[src/pnic_pkg.sv]
// Package for the packet network interface core: item structs, codes,
// status bit positions and the ones' complement adder. No dependencies.
`default_nettype none
package pnic_pkg;

   localparam int RxDepthDefault = 256;
   localparam int TxDataDefault  = 126;

   localparam logic [1:0] ACT_READ  = 2'd0;
   localparam logic [1:0] ACT_WRITE = 2'd1;
   localparam logic [1:0] ACT_RXWRD = 2'd2;
   localparam logic [1:0] ACT_PULL  = 2'd3;

   localparam logic [2:0] REG_STATUS = 3'd0;
   localparam logic [2:0] REG_ADDR   = 3'd1;
   localparam logic [2:0] REG_RDBUF  = 3'd2;
   localparam logic [2:0] REG_BITCNT = 3'd3;
   localparam logic [2:0] REG_SPARE4 = 3'd4;
   localparam logic [2:0] REG_START  = 3'd5;
   localparam logic [2:0] REG_SPARE6 = 3'd6;
   localparam logic [2:0] REG_SPARE7 = 3'd7;

   localparam logic [15:0] ST_CMD_MASK  = 16'o000067;
   localparam logic [15:0] ST_KEEP_MASK = 16'o160367;
   localparam logic [15:0] ST_RXIE      = 16'o000020;
   localparam logic [15:0] ST_TXIE      = 16'o000040;
   localparam logic [15:0] ST_TXA       = 16'o000100;
   localparam logic [15:0] ST_TXD       = 16'o000200;
   localparam logic [15:0] ST_CRC       = 16'o040000;
   localparam logic [15:0] ST_RXD       = 16'o100000;
   localparam logic [15:0] CMD_CRX      = 16'o000010;
   localparam logic [15:0] CMD_CTX      = 16'o000400;
   localparam logic [15:0] CMD_RESET    = 16'o020000;
   localparam logic [15:0] BITCNT_MASK  = 16'o007777;
   localparam logic [15:0] SUM_GOOD     = 16'hffff;

   typedef struct packed {
      logic [1:0]  action;
      logic [2:0]  reg_index;
      logic [15:0] data_word;
      logic        end_of_packet;
   } req_type;

   typedef struct packed {
      logic [15:0] read_data;
      logic        irq;
      logic [15:0] tx_word;
      logic        tx_valid;
      logic        tx_last;
   } rsp_type;

   // end-around carry add
   function automatic logic [15:0] oc_add(input logic [15:0] a, input logic [15:0] b);
      logic [16:0] t;
      t = {1'b0, a} + {1'b0, b};
      return t[15:0] + {15'd0, t[16]};
   endfunction

endpackage
`default_nettype wire

[src/pnic_tx_buf.sv]
// Transmit word buffer: one write port, one registered read port.
// Depends on pnic_pkg for the default depth.
`default_nettype none
module pnic_tx_buf
   import pnic_pkg::*;
#(
   parameter int TX_DATA_WORDS = TxDataDefault
) (
   input  wire logic                             clock,
   input  wire logic                             wr_en,
   input  wire logic [$clog2(TX_DATA_WORDS)-1:0] wr_addr,
   input  wire logic [15:0]                      wr_data,
   input  wire logic                             rd_en,
   input  wire logic [$clog2(TX_DATA_WORDS)-1:0] rd_addr,
   output logic [15:0]                           rd_data
);

   logic [15:0] mem [TX_DATA_WORDS];
   logic [15:0] rd_data_ff;

   always_ff @(posedge clock) begin
      if (wr_en) begin
         mem[wr_addr] <= wr_data;
      end
      if (rd_en) begin
         rd_data_ff <= mem[rd_addr];
      end
   end

   assign rd_data = rd_data_ff;

endmodule
`default_nettype wire

[config.mk]
export PLATFORM = sky130hd
export DESIGN_NAME = pnic_tx_buf
export DESIGN_NICKNAME = d
export VERILOG_FILES = /design/src/pnic_pkg.sv /design/src/pnic_tx_buf.sv
export SDC_FILE = /design/constraint.sdc
export NUM_CORES = 2
export LEC_CHECK = 0
export ABC_AREA = 1
export CORE_ASPECT_RATIO = 1.75
export CORE_MARGIN = 2
export CORE_UTILIZATION = 50
export DETAILED_ROUTE_END_ITERATION = 8
export DONT_BUFFER_PORTS = 1
export MAX_ROUTING_LAYER = met4
export PLACE_DENSITY_LB_ADDON = 0.2
export SETUP_SLACK_MARGIN = 0.3
export SYNTH_ARGS = -nofsm -noshare
export SYNTH_HDL_FRONTEND = slang
export SYNTH_SLANG_ARGS = --single-unit
[constraint.sdc]
create_clock -name clock -period 2.9 [get_ports clock]
set_clock_uncertainty 0.05 [all_clocks]
set_input_delay 0.58 -clock clock [delete_from_list [all_inputs] [get_ports clock]]
set_output_delay 0.58 -clock clock [all_outputs]
set_load 0.01 [all_outputs]
==> summary.md <==
| Metric | Value |
|---|---|
| Worst slew pin tran | between 3 and 4 ns |
| Clk pwr share | 0.390 |
| Worst Path Arrival | 4.51 ns |
| VDD IR max | ~0.5 mV |
| Slowest Stage Delay on Critical Path | 0.59 ns |
| Number of global-route vias before repair | roughly 51000 |
| Distinct cell type count after synthesis | 18 |
| Max Buffers Root-to-Sink | 4 |
| Max frequency | about 0.26 GHz |
| Metal2 WL | approximately 120000 um |
| Total Power | about 59 mW |
| Post-route ant nets | 0 |
| Fin crit period | 3.85 ns |
| Max_cap viols | 0 |
| Root Driver | clkbuf_16 |
| Vias | around 53000 |
| First drt pass iteration count | 7 |
| Layout cell share with drive strength beyond 1 | 0.0886 |
| Clock-pin slew on the worst setup and hold paths | about 0.060 ns |
| Int Power | 46.2 mW |
| Largest net degree at the start of global routing | 1007 |
| Cell Area, Placed | 86200 um^2 |
| I/O Buffers | 0 |
| Crit-path cells | clkinv_16 -> buf_4 -> buf_12 -> buf_12 -> nand2_1 -> nand3_1 -> nand3_1 -> nand3_2 -> nand3_1 -> nand3_1 -> nand3_1 -> dlygate4sd3_1 -> nand2_1 |
| Syn Nets | ~6800 |
| Total CTS buffers | about 180 |
| Wire length of the first global-routing pass | around 340000 um |
| Final core utilization | 0.566 |
| Sw Share | 0.218 |
| RePlAce Congestion | between 0.8 and 0.9 |
| Worst setup path class | input pin to flop |
| Setup Viol. Count Final | 16 |
| FF+latch count, synth | approximately 2000 |
| Die H | roughly 540 um |
| Critical path fanouts, max | 1006 |
| CTS Sinks | around 2000 |
| Worst setup margin | -0.946 ns |
| Slew Viols, Final | around 530 |
| Post-Syn Area per Cell | between 10 and 15 um^2 |
| RSZ-0062 raised after global routing | false |
| Hold Vio Cnt, Final | 0 |
| H-Tree Depth | 4 |
| CP Launch Type | input pin |
| Crit-path most repeated cell | nand3_1 |
| Register area share after synthesis | 0.743 |
| HP Class | input pin to flop |
| Total core area | 163000 um^2 |
| Setup TNS Final | -12.00 ns |
| Die area | ~170000 um^2 |
| Worst path bufs/invs | 5 |
| Crit. path cell count | 13 |
| Layout Cells excl Fill | 9216 |
| Die width | just over 300 um |
| Violated checks | slew limit, setup timing |
| WL/cell | 25.3 um |
| Warnings, synthesis | 0 |
| Final Cycle Share | 1.33 |
| Pre-CTS setup slack | -0.319 ns |
| Initial antenna violation count | 5 |
| PwrDens | ~640 nW/um^2 |
| Post-Route WL | roughly 230000 um |
| Seq pwr share | 0.550 |
| Congestion Overflow GR | 0 |
| FP Rows | roughly 200 |
| Leakage | 32.6 nW |
| Gate power share | 0.059 |
| Area of the mapped netlist | 82100 um^2 |
| CTS tree | yes |
| CP top delay family | buffers and inverters |
| Clock latency on the worst-skew pair | roughly 0.88 ns |
| Post-route design area | approximately 92000 um^2 |
| Status | complete, but fails checks |
| Cells after Synth | 6778 |
| Drt via density | 5.76 |
| DR WL met3 | 15900 um |
| DRC | 0 |
| Crit end category | flop |
| DR top layer | met4 |
| Met1 WL | around 84000 um |
| Initial Util | 0.503 |
| CP Data Required Time | ~3.6 ns |
| Worst reg2reg path depth | 9 |
| P_sw | between 10 and 15 mW |
| Nets | 6931 |
| Iteration-0 DRC Markers | about 6000 |
| Post-Place Cells | around 9000 |
| Hold slack final | 0.00124 ns |
| Hold Path Depth | 3 |
| GRT Util Overall | 0.285 |
| Slew HR | -1.26 |
| I/O pins | between 40 and 50 |
| HPWL Detailed | roughly 130000 um |
| Critical path's slowest cell | dlygate4sd3_1 |
| Area growth, synth to finish | 12.5% |
==> Yosys cell counts (all sizes together) <==
cell,count,share of area
nand2,2140,0.098
edfxtp,2032,0.74
nand3,1887,0.12
buf,374,0.027
nor2,145,0.0066
clkbuf,77,0.0035
inv,63,0.0029
a21oi,29,0.0018
o21ai,19,0.0012
nor3,8,0.00049
or2,3,0.00023
o211ai,1,0.000092
==> cells by family after synthesis <==
family / after synthesis / share of synthesized area
buffers and inverters: 514 / 0.0332
flip-flops: 2032 / 0.743
AO/OA/AOI/OAI: 49 / 0.00302
AND/OR/NAND/NOR: 4183 / 0.220
==> power groups by stage <==
stage | clock network (mW) | registers, mW | logic (mW)
floorplan | 0 | 33.1 | 2.01
global placement | 0 | 33.1 | 2.79
detailed placement | 0 | 33.2 | 2.82
CTS | 23.3 | 32.5 | 3.46
global route | 24.4 | 32.5 | 3.71
finish | 23.1 | 32.5 | 3.52
==> per-layer routing <==
metal / track usage / vias to the layer above
met5: - / -
met3: 0.0413 / 507
met1: 0.332 / 26300
met2: 0.475 / 2055
met4: 0.159 / 0
li1: - / 24300
==> sequential cells by signal, summed over array words and instances (netlist names) <==
| register | flops |
|---|---|
| rd_data | 16 |
| mem | 2016 |
==> worst paths after layout <==
kind	end	slack [ns]	startpoint
worst max-delay path	rd_data[11]	-0.95	rd_addr[0]
worst min-delay path	rd_data[7]	0.001	rd_addr[5]
worst max register to register	rd_data[11]	0.67	mem[65][11]
worst min register to register	rd_data[6]	0.89	mem[83][6]
==> worst min-delay path, cell delays in order <==
cell and delay (ns):
nand3_1 0.07, nand3_1 0.07, nand2_1 0.05
==> cells in the final DEF, fill, tap and decap left out, drive strengths merged <==
cell	instances
bufinv	9
diode	6
clkbuf	238
nand2	2140
buf	380
dlygate4sd3	5
edfxtp	2032
or2	3
clkinv	68
clkinvlp	3
o211ai	1
nor3	8
nand3	1887
nor2	145
o21ai	19
inv	65
a21oi	29
==> final cells by class <==
class                      instances  area (um^2)
fill                           13100        70700
sequential                      2032        61000
multi-input combinational       4232        18300
clock buffer                     238         4870
timing repair buffer             385         4420
tap                             2178         2730
clock inverter                    82          656
inverter                          63          289
antenna                            6         15.0
==> what timing repair did <==
action,in CTS,in global routing
hold buffers,23,0
endpoints found under the setup margin,0,1
hold endpoints to repair,2029,0
setup buffers,0,0
resized for setup,0,6
No activity file was read; power rests on OpenSTA's default activity.
